<file path="config.mk">
export PLATFORM = sky130hd
export DESIGN_NAME = binary_to_decimal_ascii_unit
export DESIGN_NICKNAME = d
export VERILOG_FILES = /design/src/hdl/b2da_pkg.sv /design/src/hdl/b2da_dp.sv /design/src/hdl/b2da_ctrl.sv /design/src/hdl/binary_to_decimal_ascii_unit.sv
export SDC_FILE = /design/constraint.sdc
export NUM_CORES = 1
export LEC_CHECK = 0
export ABC_AREA = 0
export BUFFER_PORTS_ARGS = -buffer_cell sky130_fd_sc_hd__buf_2
export CAP_MARGIN = 15
export CORE_ASPECT_RATIO = 1.2
export CORE_MARGIN = 3
export CORE_UTILIZATION = 40
export DETAILED_ROUTE_END_ITERATION = 10
export PLACE_DENSITY_LB_ADDON = 0.05
export RECOVER_POWER = 25
export SLEW_MARGIN = 20
export SYNTH_ARGS = -nofsm -noshare
export SYNTH_HDL_FRONTEND = slang
export SYNTH_SLANG_ARGS = --single-unit
</file>
<file path="constraint.sdc">
create_clock -name clk -period 5.1 [get_ports clk]
set_input_delay 0.51 -clock clk [delete_from_list [all_inputs] [get_ports clk]]
set_output_delay 0.51 -clock clk [all_outputs]
set_load 0.02 [all_outputs]
</file>
<file path="src/hdl/b2da_pkg.sv">
// Package: shared constants and controller/datapath interface types.
`default_nettype none

package b2da_pkg;

  localparam int VALUE_BITS_DEF = 64;
  localparam int MAX_DIGITS_DEF = 20;

  localparam int FW_W    = 5;   // field_width
  localparam int CHAR_W  = 6;   // digit_char
  localparam int IN_TDW  = 72;
  localparam int OUT_TDW = 8;

  localparam logic [CHAR_W-1:0] ASCII_ZERO = 6'h30;

  typedef struct packed {
    logic load;       // capture a new item
    logic conv_step;  // one shift-add-3 step
    logic scan_step;  // advance to the next digit position
  } cmd_t;

  typedef struct packed {
    logic conv_done;  // current step is the final input bit
    logic scan_last;  // current position is the least significant digit
    logic out_free;   // output register can take a character
  } status_t;

endpackage

`default_nettype wire

</file>
<file path="src/hdl/b2da_dp.sv">
// Datapath: double-dabble converter, digit scanner and output register.
`default_nettype none

module b2da_dp #(
  parameter int VALUE_BITS = b2da_pkg::VALUE_BITS_DEF,
  parameter int MAX_DIGITS = b2da_pkg::MAX_DIGITS_DEF
) (
  input  wire logic                       clk,
  input  wire logic                       rst,
  input  wire logic [63:0]                in_value,
  input  wire logic [b2da_pkg::FW_W-1:0]  in_fw,
  input  wire b2da_pkg::cmd_t             cmd,
  output b2da_pkg::status_t               status,
  output logic                            out_valid,
  input  wire logic                       out_ready,
  output logic [b2da_pkg::CHAR_W-1:0]     out_char,
  output logic                            out_last
);

  localparam int BCD_W = 4 * MAX_DIGITS;
  localparam int CW    = (VALUE_BITS > 1) ? $clog2(VALUE_BITS) : 1;
  localparam int PW    = (MAX_DIGITS > 1) ? $clog2(MAX_DIGITS) : 1;
  localparam logic [CW-1:0] LAST_BIT = CW'(VALUE_BITS - 1);
  localparam logic [PW-1:0] TOP_POS  = PW'(MAX_DIGITS - 1);
  localparam logic [b2da_pkg::FW_W-1:0] MAXD = b2da_pkg::FW_W'(MAX_DIGITS);

  logic [VALUE_BITS-1:0]     bin;
  logic [BCD_W-1:0]          bcd;
  logic [BCD_W-1:0]          adj;
  logic [b2da_pkg::FW_W-1:0] fw;
  logic                      ovf;
  logic                      seen;
  logic [CW-1:0]             bit_cnt;
  logic [PW-1:0]             pos;
  logic [3:0]                top_dig;
  logic                      emit;

  // add 3 to every digit of 5 or more before the shift
  always_comb begin
    for (int i = 0; i < MAX_DIGITS; i++) begin
      adj[4*i +: 4] = (bcd[4*i +: 4] >= 4'd5) ? bcd[4*i +: 4] + 4'd3 : bcd[4*i +: 4];
    end
  end

  assign top_dig = bcd[BCD_W-1 -: 4];
  // zeros skipped until a nonzero digit, unless in field width, at pos 0 or on ovf
  assign emit = ovf || seen || (top_dig != 4'd0) || (pos == '0)
             || (b2da_pkg::FW_W'(pos) < fw);

  assign status.conv_done = (bit_cnt == LAST_BIT);
  assign status.scan_last = (pos == '0);
  assign status.out_free  = !out_valid || out_ready;

  always_ff @(posedge clk) begin
    if (cmd.load) begin
      bin     <= in_value[VALUE_BITS-1:0];
      bcd     <= '0;
      fw      <= (in_fw > MAXD) ? MAXD : in_fw;
      ovf     <= 1'b0;
      seen    <= 1'b0;
      bit_cnt <= '0;
      pos     <= TOP_POS;
    end else if (cmd.conv_step) begin
      bin     <= bin << 1;
      bcd     <= {adj[BCD_W-2:0], bin[VALUE_BITS-1]};
      ovf     <= ovf | adj[BCD_W-1];  // value has more digits than the register
      bit_cnt <= bit_cnt + 1'b1;
    end else if (cmd.scan_step) begin
      bcd  <= bcd << 4;
      pos  <= pos - 1'b1;
      seen <= seen | emit;
    end
  end

  always_ff @(posedge clk) begin
    if (rst) begin
      out_valid <= 1'b0;
    end else if (cmd.scan_step && emit) begin
      out_valid <= 1'b1;
    end else if (out_ready) begin
      out_valid <= 1'b0;
    end
  end

  always_ff @(posedge clk) begin
    if (cmd.scan_step && emit) begin
      out_char <= b2da_pkg::ASCII_ZERO | {2'b00, top_dig};
      out_last <= (pos == '0);
    end
  end

endmodule

`default_nettype wire

</file>
<file path="src/hdl/b2da_ctrl.sv">
// Controller: state machine sequencing capture, conversion and digit output.
`default_nettype none

module b2da_ctrl (
  input  wire logic               clk,
  input  wire logic               rst,
  input  wire logic               in_valid,
  output logic                    in_ready,
  output b2da_pkg::cmd_t          cmd,
  input  wire b2da_pkg::status_t  status
);

  typedef enum logic [2:0] {
    ST_IDLE = 3'b001,
    ST_CONV = 3'b010,
    ST_EMIT = 3'b100
  } state_t;

  state_t state;
  state_t state_next;

  // no item is taken while reset is held
  assign in_ready      = (state == ST_IDLE) && !rst;
  assign cmd.load      = in_ready && in_valid;
  assign cmd.conv_step = (state == ST_CONV);
  assign cmd.scan_step = (state == ST_EMIT) && status.out_free;

  always_comb begin
    state_next = state;
    unique case (state)
      ST_IDLE: begin
        if (in_valid) state_next = ST_CONV;
      end
      ST_CONV: begin
        if (status.conv_done) state_next = ST_EMIT;
      end
      ST_EMIT: begin
        if (status.out_free && status.scan_last) state_next = ST_IDLE;
      end
      default: state_next = ST_IDLE;
    endcase
  end

  always_ff @(posedge clk) begin
    if (rst) begin
      state <= ST_IDLE;
    end else begin
      state <= state_next;
    end
  end

endmodule

`default_nettype wire

</file>
<file path="src/hdl/binary_to_decimal_ascii_unit.sv">
// Top level: binary to decimal ASCII converter.
//
//  channel  dir  handshake                     payload
//  s_axis   in   s_axis_tvalid/s_axis_tready   value, field_width
//  m_axis   out  m_axis_tvalid/m_axis_tready   digit_char, last (tlast)
//
// An item is captured, then takes VALUE_BITS shift-add-3 steps in the datapath,
// then MAX_DIGITS scan steps, one per digit position.
// The scan stalls while the output register holds an untaken character.
// The next item is accepted once the final character is in the output register.
// Reset (rst, synchronous) clears the state machine and the output valid.
`default_nettype none

module binary_to_decimal_ascii_unit #(
  parameter int VALUE_BITS = b2da_pkg::VALUE_BITS_DEF,
  parameter int MAX_DIGITS = b2da_pkg::MAX_DIGITS_DEF
) (
  input  wire logic                          clk,
  input  wire logic                          rst,
  input  wire logic                          s_axis_tvalid,
  output logic                               s_axis_tready,
  input  wire logic [b2da_pkg::IN_TDW-1:0]   s_axis_tdata,  // value[63:0], field_width[68:64]
  output logic                               m_axis_tvalid,
  input  wire logic                          m_axis_tready,
  output logic [b2da_pkg::OUT_TDW-1:0]       m_axis_tdata,  // digit_char[5:0]
  output logic                               m_axis_tlast
);

  b2da_pkg::cmd_t                 cmd;
  b2da_pkg::status_t              status;
  logic [b2da_pkg::CHAR_W-1:0]    out_char;

  b2da_ctrl u_ctrl (
    .clk      (clk),
    .rst      (rst),
    .in_valid (s_axis_tvalid),
    .in_ready (s_axis_tready),
    .cmd      (cmd),
    .status   (status)
  );

  b2da_dp #(
    .VALUE_BITS (VALUE_BITS),
    .MAX_DIGITS (MAX_DIGITS)
  ) u_dp (
    .clk       (clk),
    .rst       (rst),
    .in_value  (s_axis_tdata[63:0]),
    .in_fw     (s_axis_tdata[68:64]),
    .cmd       (cmd),
    .status    (status),
    .out_valid (m_axis_tvalid),
    .out_ready (m_axis_tready),
    .out_char  (out_char),
    .out_last  (m_axis_tlast)
  );

  assign m_axis_tdata = {{(b2da_pkg::OUT_TDW - b2da_pkg::CHAR_W){1'b0}}, out_char};

endmodule

`default_nettype wire

</file>
==> results.toml, run 1 <==
[status]
status = "finished with violations"
violations = "capacitance limit, slew limit"

[global_routing]
grt_pass1_vias = 6833
grt_max_degree = 86
grt_pass1_wl_um = 33480
antenna_found_initial = 0
grt_usage = 0.1676
grt_remaining_overflow = 0

[final_layout]
multi_input_area_sq_um = 4242
nNetsFinal = 1195
drive_gt1_frac = 0.1089
synthToLayoutAreaGrowth_pct = 12.34
nFillCells = 2200
finalNonFillerCells = 1358
regArea_sq_um = 4164
diodes = 0

[sta]
relSlewSlack = -0.1590
finalHoldViolCount = 0
tightestPinTransition_ns = 1.739
period_share = 0.6444
fin_ws_ns = 1.814
drv_slew = 86
rsz0062_at_grt = "no"
skew_ns = 0.01157
min_period_ns = 3.286
fmax_ghz = 0.3043
fin_setup_tns_ns = 0
setup_violations = 0

[drt]
drt_iter0_drc = 368
antenna_left = 0
vias_per_cell = 5.264
wl_per_cell_um = 14.80
num_vias = 7149
drc = 0
routed_wl_um = 20100
dr.pass1.iters = 4

[die]
fp.coreArea_sq_um = 21780
ioPinCount = 87
rows = 59
dieWidth_um = 142.0
start_util = 0.4079
die_area_sq_um = 24040
die_y_um = 169.3

[clocking]
clk_latency_ns = 0.43
cts_tree = "yes"
htree_levels = 4
cts_setup_buffers = 0
numCtsBuffers = 17
cts_resized = 0
clock_sinks = 171
clock_path_buffers = 2
path_clk_slew_ns = 0.07
cts_hold_buf = 0
root_buffer = "clkbuf_16"

[critical_path]
crit_slowest_cell = "nor2_2"
cpPeakStageDelay_ns = 1.05
worstReg2RegEnd = "u_dp.bcd[35]$_SDFFE_PN0P_"
worstSetupPathType = "reg2reg"
critPathArrivalTime_ns = 3.64
start_kind = "flop"
r2r_start = "u_ctrl.state[2]$_SDFFE_PP0P_"
crit_fanout = 85
critPathRequiredTime_ns = 5.45
cp_cell_sequence = "nor3b_1 -> clkbuf_2 -> nor2_2 -> buf_4 -> o21ai_0 -> a21oi_1"
reg2reg_depth = 6
ff2ff_setup_slack_ns = 1.81
cp-end-kind = "flop"

[power_and_ir_drop]
ir_drop_mv = 0.2131
power.leakage_uw = 0.003826
p_sw_uw = 871.2
power_density_nw_per_um2 = 323.8
intPower_uw = 2360
p_seq_frac = 0.497
sw_frac_of_total = 0.2696
power_frac_comb = 0.100
pwr-share-clk = 0.403
power_uw = 3231

[placed_design]
io_buffers = 79
place_inst = 1326
gp_congestion = 0.7272
hpwl_um = 12060
pre_cts_ws_ns = 2.407

[min_path]
min_to = "u_dp.out_valid$_SDFFE_PP0P_"
worstHoldStart = "rst"
hold_depth = 2
hp-class = "in2reg"

[yosys]
synth_cells = 1026
yosysWarnings = 0
syn-cell-area_sq_um = 8884
synth_seq_area_share = 0.4687
yosysUniqueCellTypes = 44
avgSynthCellArea_sq_um = 8.658
ys_seq_elements = 171

[run]
cap_violations = 1
sequential cells by signal (all words and copies together) (netlist names), 3 cells and up:
signal         flops
u_dp.bcd          80
u_dp.bin          64
u_dp.bit_cnt       6
u_dp.fw            5
u_dp.pos           5
u_dp.out_char      4
u_ctrl.state       3
per-layer routing:
layer	share of wire	track usage	vias up	wire (um)
met5	0	0	-	0
met4	0.014	0.05217	0	272
met3	0.033	0.02762	19	673
met2	0.45	0.2732	102	9135
met1	0.50	0.2287	3367	10020
li1	-	-	3661	-
power groups by stage:
| stage | Combinational [uW] | Clock [uW] | Sequential [uW] |
|---|---|---|---|
| after floorplan | 243 | 0 | 1620 |
| after global placement | 328 | 0 | 1640 |
| after detailed placement | 328 | 0 | 1640 |
| after CTS | 331 | 1350 | 1610 |
| after global routing | 373 | 1400 | 1620 |
| final | 322 | 1300 | 1610 |
placed cells by master, fill, tap and decap left out, drive strengths merged, types with 2 or more instances in the layout:
master,n
ha,48
inv,59
nor4b,3
xnor2,24
nor2b,2
clkinvlp,2
and3,3
xor2,22
a21o,3
clkinv,2
and2,2
or3,28
o21ai,47
dfxtp,97
nand3,43
nand4,3
nand2,257
nand2b,22
nor3,30
buf,80
mux2i,3
a32oi,19
a211oi,5
a22oi,8
a31oi,45
o311ai,9
o211ai,2
nor2,23
nor4,2
conb,4
edfxtp,74
clkbuf,27
a21oi,76
nand3b,3
cells in the mapped netlist:
cell      instances  share of area
a211oi_1          5         0.0042
a21o_1            3         0.0025
a21oi_1          76          0.043
a221oi_1          1        0.00099
a22oi_1           8         0.0068
a31oi_1          45          0.032
a32oi_1          19          0.019
a41oi_1           1        0.00099
and2_1            2         0.0014
and3_1            3         0.0021
buf_1             3         0.0013
buf_2            23          0.013
buf_4             6         0.0051
clkbuf_1         31          0.013
clkbuf_2          2         0.0011
conb_1            2        0.00085
dfxtp_1          97           0.22
edfxtp_1         74           0.25
ha_1             48          0.068
inv_1            49          0.021
inv_2             1        0.00042
mux2i_1           3         0.0034
nand2_1         257           0.11
nand2b_1         22          0.015
nand3_1          43          0.024
nand3b_1          3         0.0025
nand4_1           3         0.0021
nor2_1           22         0.0093
nor2_2            1        0.00070
nor2b_1           2         0.0014
nor3_1           30          0.017
nor3b_2           1         0.0014
nor4_1            2         0.0014
nor4b_1           2         0.0020
nor4b_2           1         0.0017
o211ai_1          2         0.0017
o21ai_0          47          0.026
o311ai_0          9         0.0089
o31ai_1           1        0.00085
or3_1            28          0.020
or3b_1            1        0.00099
or4_1             1        0.00085
xnor2_1          24          0.024
xor2_1           22          0.022
per-stage QoR:
stage	util	instance area [sq um]	hold slack, ns
global placement	0.4330	9429	0.4402
detailed placement	0.4330	9429	0.4487
CTS	0.4598	10010	0.2850
finish	0.4583	9980	0.3230
floorplan	-	8891	0.4257
global route	0.4583	9980	0.3227
layout make-up:
| cell class | instances | share of cell area |
|---|---|---|
| inverter | 50 | 0.01906 |
| multi-input combinational | 742 | 0.4250 |
| clock inverter | 14 | 0.01542 |
| tap | 274 | 0.03435 |
| sequential | 171 | 0.4173 |
| clock buffer | 18 | 0.04300 |
| timing repair buffer | 89 | 0.04589 |
kinds of logic after synthesis:
kind of cell | after synthesis | synth area share
AND/OR/NAND/NOR | 424 | 0.2128
other | 2 | 0.0008454
XOR/XNOR | 46 | 0.04535
multiplexers | 3 | 0.003380
buffers and inverters | 115 | 0.05465
flip-flops | 171 | 0.4687
adder cells (fa/ha/maj) | 48 | 0.06761
AO/OA/AOI/OAI | 217 | 0.1466
worst max-delay path, delay by kind of cell (launching register included):
family,cells,cell delay [ns]
and+or+nand+nor,2,1.14
AOI/OAI and AO/OA,2,0.28
DFF,1,0.48
buffers and inverters,2,1.26
worst max-delay path by stage:
stage	cells past startpoint	endpoint	slack (ns)	from
after floorplan	5	u_dp.bin[0]$_SDFFCE_PP0P_	1.57	rst
after global placement	7	u_dp.bin[41]$_DFFE_PP_	2.39	rst
after detailed placement	7	u_dp.bin[4]$_DFFE_PP_	2.41	rst
after CTS	3	u_dp.bin[4]$_DFFE_PP_	2.53	u_ctrl.state[1]$_SDFFE_PP0P_
after global routing	6	u_dp.bcd[59]$_SDFFE_PN0P_	1.41	u_ctrl.state[1]$_SDFFE_PP0P_
final	6	u_dp.bcd[35]$_SDFFE_PN0P_	1.81	u_ctrl.state[2]$_SDFFE_PP0P_
Note: power is estimated with default switching activity, not from simulation.
==> run 2, diff against run 1 <==
--- a/config.mk
+++ b/config.mk
@@ -5,7 +5,7 @@
 export SDC_FILE = /design/constraint.sdc
 export NUM_CORES = 1
 export LEC_CHECK = 0
-export ABC_AREA = 0
+export ABC_AREA = 1
 export BUFFER_PORTS_ARGS = -buffer_cell sky130_fd_sc_hd__buf_2
 export CAP_MARGIN = 15
 export CORE_ASPECT_RATIO = 1.2
==> constraint.sdc (replaced) <==
create_clock -name clk -period 3.3 [get_ports clk]
set_input_delay 0.33 -clock clk [delete_from_list [all_inputs] [get_ports clk]]
set_output_delay 0.33 -clock clk [all_outputs]
set_load 0.02 [all_outputs]
==> run 2 against run 1 <==
The flow finishes with violations (capacitance limit). First-iteration DRC count grew 7.1%. Cell count is 24% higher. Area after synthesis increased by 7.2%. Utilization increased by 0.20 points. Worst hold slack worse by 0.19 ns. Register-to-register slack worse by 1.0 ns. Via count grew 15%. Global-route usage hardly changed. Largest cell class unchanged.
==> results.toml, run 2 <==
[status]
status = "finished with violations"
violations = "capacitance limit"

[yosys]
yosysUniqueCellTypes = 32
synth_cells = 1304
avgSynthCellArea_sq_um = 7.306
synth_edf_count = 74
syn-cell-area_sq_um = 9527
synth_area_leaders = "edfxtp_1, dfxtp_1, nand2_1, o21ai_0, ha_1"
synth_top_area_cell = "edfxtp_1"
ys_seq_elements = 171
yosysWarnings = 0
netlist_top_cells_count = "nand2_1, inv_1, o21ai_0, nor2_1, nand3_1"
ys.flop_type = "dfxtp_1"
synth_seq_area_share = 0.4371
synth_most_common_cell = "nand2_1"
synth_top_area_share = 0.2333
async_reset_ff_frac = 0

[drt]
routed_wl_um = 20930
drc = 0
vias_per_cell = 4.871
drt_iter0_drc = 394
num_vias = 8213
antenna_left = 0
wl_per_cell_um = 12.41
dr.pass1.iters = 4

[clocking]
cts_setup_buffers = 0
cts_tree = "yes"
htree_levels = 4
clock_sinks = 171
clock_path_buffers = 2
numCtsBuffers = 17
cts_hold_buf = 0
clk_latency_ns = 0.44
root_buffer = "clkbuf_16"
path_clk_slew_ns = 0.07
cts_resized = 0

[sta]
whs_ns = 0.1312
min_period_ns = 2.485
finalHoldViolCount = 0
setup_violations = 0
drv_slew = 0
fin_setup_tns_ns = 0
fmax_ghz = 0.4025
tightestPinTransition_ns = 1.497
relSlewSlack = 0.001734
rsz0062_at_grt = "no"
period_share = 0.7529
skew_ns = 0.01615

[final_layout]
diodes = 0
final_common_cell = "nand2_1"
nNetsFinal = 1482
drive_gt1_frac = 0.08753
mostFrequentLayoutCells = "nand2_1, inv_1, o21ai_0"
largest_register_ffs = 80
nFillCells = 2480
multi_input_area_sq_um = 4523
reg_top3 = "u_dp.bcd (80), u_dp.bin (64), u_dp.bit_cnt (6)"
regArea_sq_um = 4164
synthToLayoutAreaGrowth_pct = 12.48
largest_register = "u_dp.bcd"

[min_path]
worstHoldStart = "s_axis_tdata[68]"
hold_depth = 1
hp-class = "in2reg"
min_to = "u_dp.fw[4]$_SDFFCE_PN1N_"

[die]
die_area_sq_um = 25710
ioPinCount = 87
start_util = 0.4092
rows = 61
fp.coreArea_sq_um = 23280
die_y_um = 175.1
dieWidth_um = 146.9

[global_routing]
grt_pass1_wl_um = 36670
grt_pass1_vias = 7986
grt_max_degree = 76
antenna_found_initial = 0
grt_remaining_overflow = 0
grt_usage = 0.1674

[critical_path]
start_kind = "flop"
reg2reg_depth = 7
cp-end-kind = "flop"
worstSetupPathType = "reg2reg"
r2r_start = "u_ctrl.state[1]$_SDFFE_PP0P_"
worstReg2RegEnd = "u_ctrl.state[1]$_SDFFE_PP0P_"
critPathArrivalTime_ns = 2.84
critPathRequiredTime_ns = 3.66
ff2ff_setup_slack_ns = 0.82
crit_fanout = 33

[power_and_ir_drop]
power_density_nw_per_um2 = 659.5
power.leakage_uw = 0.004767
ir_drop_mv = 0.3493

[placed_design]
gp_congestion = 0.8034
hpwl_um = 13330
io_buffers = 79

[run]
cap_violations = 1
-- run 2: changes by cell type after synthesis, sizes merged, moves of 32 or more --
cell / delta
nand2: +141
nor2: +101
o21ai: +85
inv: +82
nand3: +56
a31oi: -32
-- run 2: cells by family (layout without fill, tap and decap cells) --
family | after synthesis | count (layout) | share of synthesized area
flip-flops | 171 | 171 | 0.4371
AND/OR/NAND/NOR | 655 | 655 | 0.2818
AO/OA/AOI/OAI | 213 | 213 | 0.1153
XOR/XNOR | 15 | 15 | 0.01379
other | 2 | 4 | 0.0007883
adder cells (fa/ha/maj) | 48 | 48 | 0.06304
buffers and inverters | 200 | 265 | 0.08813
-- run 2: through the flow --
stage	instance area, sq um	power, uW	cells	setup slack, ns	utilization
floorplan	9534	4599	1306	0.3602	-
global placement	10140	5068	1654	1.157	0.4357
detailed placement	10140	5088	1654	1.123	0.4357
CTS	10760	7171	1686	1.109	0.4620
global route	10720	7636	1686	0.5301	0.4603
finish	10720	7066	1686	0.8155	0.4603
-- run 2: cell type report --
cell class                      instances  area share
Multi-Input combinational cell        935      0.4221
Sequential cell                       171      0.3886
Inverter                              141     0.04951
Timing Repair Buffer                   92     0.04589
Clock buffer                           17     0.03970
Tap cell                              315     0.03678
Clock inverter                         15     0.01740
-- run 2: worst max-delay path by stage --
stage               slack [ns]                          from                            to
floorplan                 0.36  u_ctrl.state[1]$_SDFFE_PP0P_     u_dp.bin[0]$_SDFFCE_PP0P_
global placement          1.16  u_ctrl.state[1]$_SDFFE_PP0P_         u_dp.bin[7]$_DFFE_PP_
detailed placement        1.12  u_ctrl.state[1]$_SDFFE_PP0P_        u_dp.bin[22]$_DFFE_PP_
CTS                       1.11  u_ctrl.state[1]$_SDFFE_PP0P_        u_dp.bin[22]$_DFFE_PP_
global route              0.53  u_ctrl.state[1]$_SDFFE_PP0P_     u_dp.bcd[26]$_SDFFE_PN0P_
finish                    0.82  u_ctrl.state[1]$_SDFFE_PP0P_  u_ctrl.state[1]$_SDFFE_PP0P_
-- run 2: metal layers --
metal / GRT usage / part of all wire
met1: 0.2123 / 0.48
met2: 0.2925 / 0.48
met3: 0.03139 / 0.027
met4: 0.04431 / 0.011
met5: 0 / 0
-- run 2: power by group --
group	switching [uW]	internal (uW)
Sequential	324	2720
Combinational	1260	710
Clock	1020	1030
-- run 2: critical path, cell delays in order (launching register included) --
cell      delay, ns
dfxtp_1        0.33
inv_1          0.09
nor3_1         0.21
clkbuf_1       1.12
o21ai_0        0.34
nand3_1        0.16
nand2_1        0.06
a21oi_1        0.11
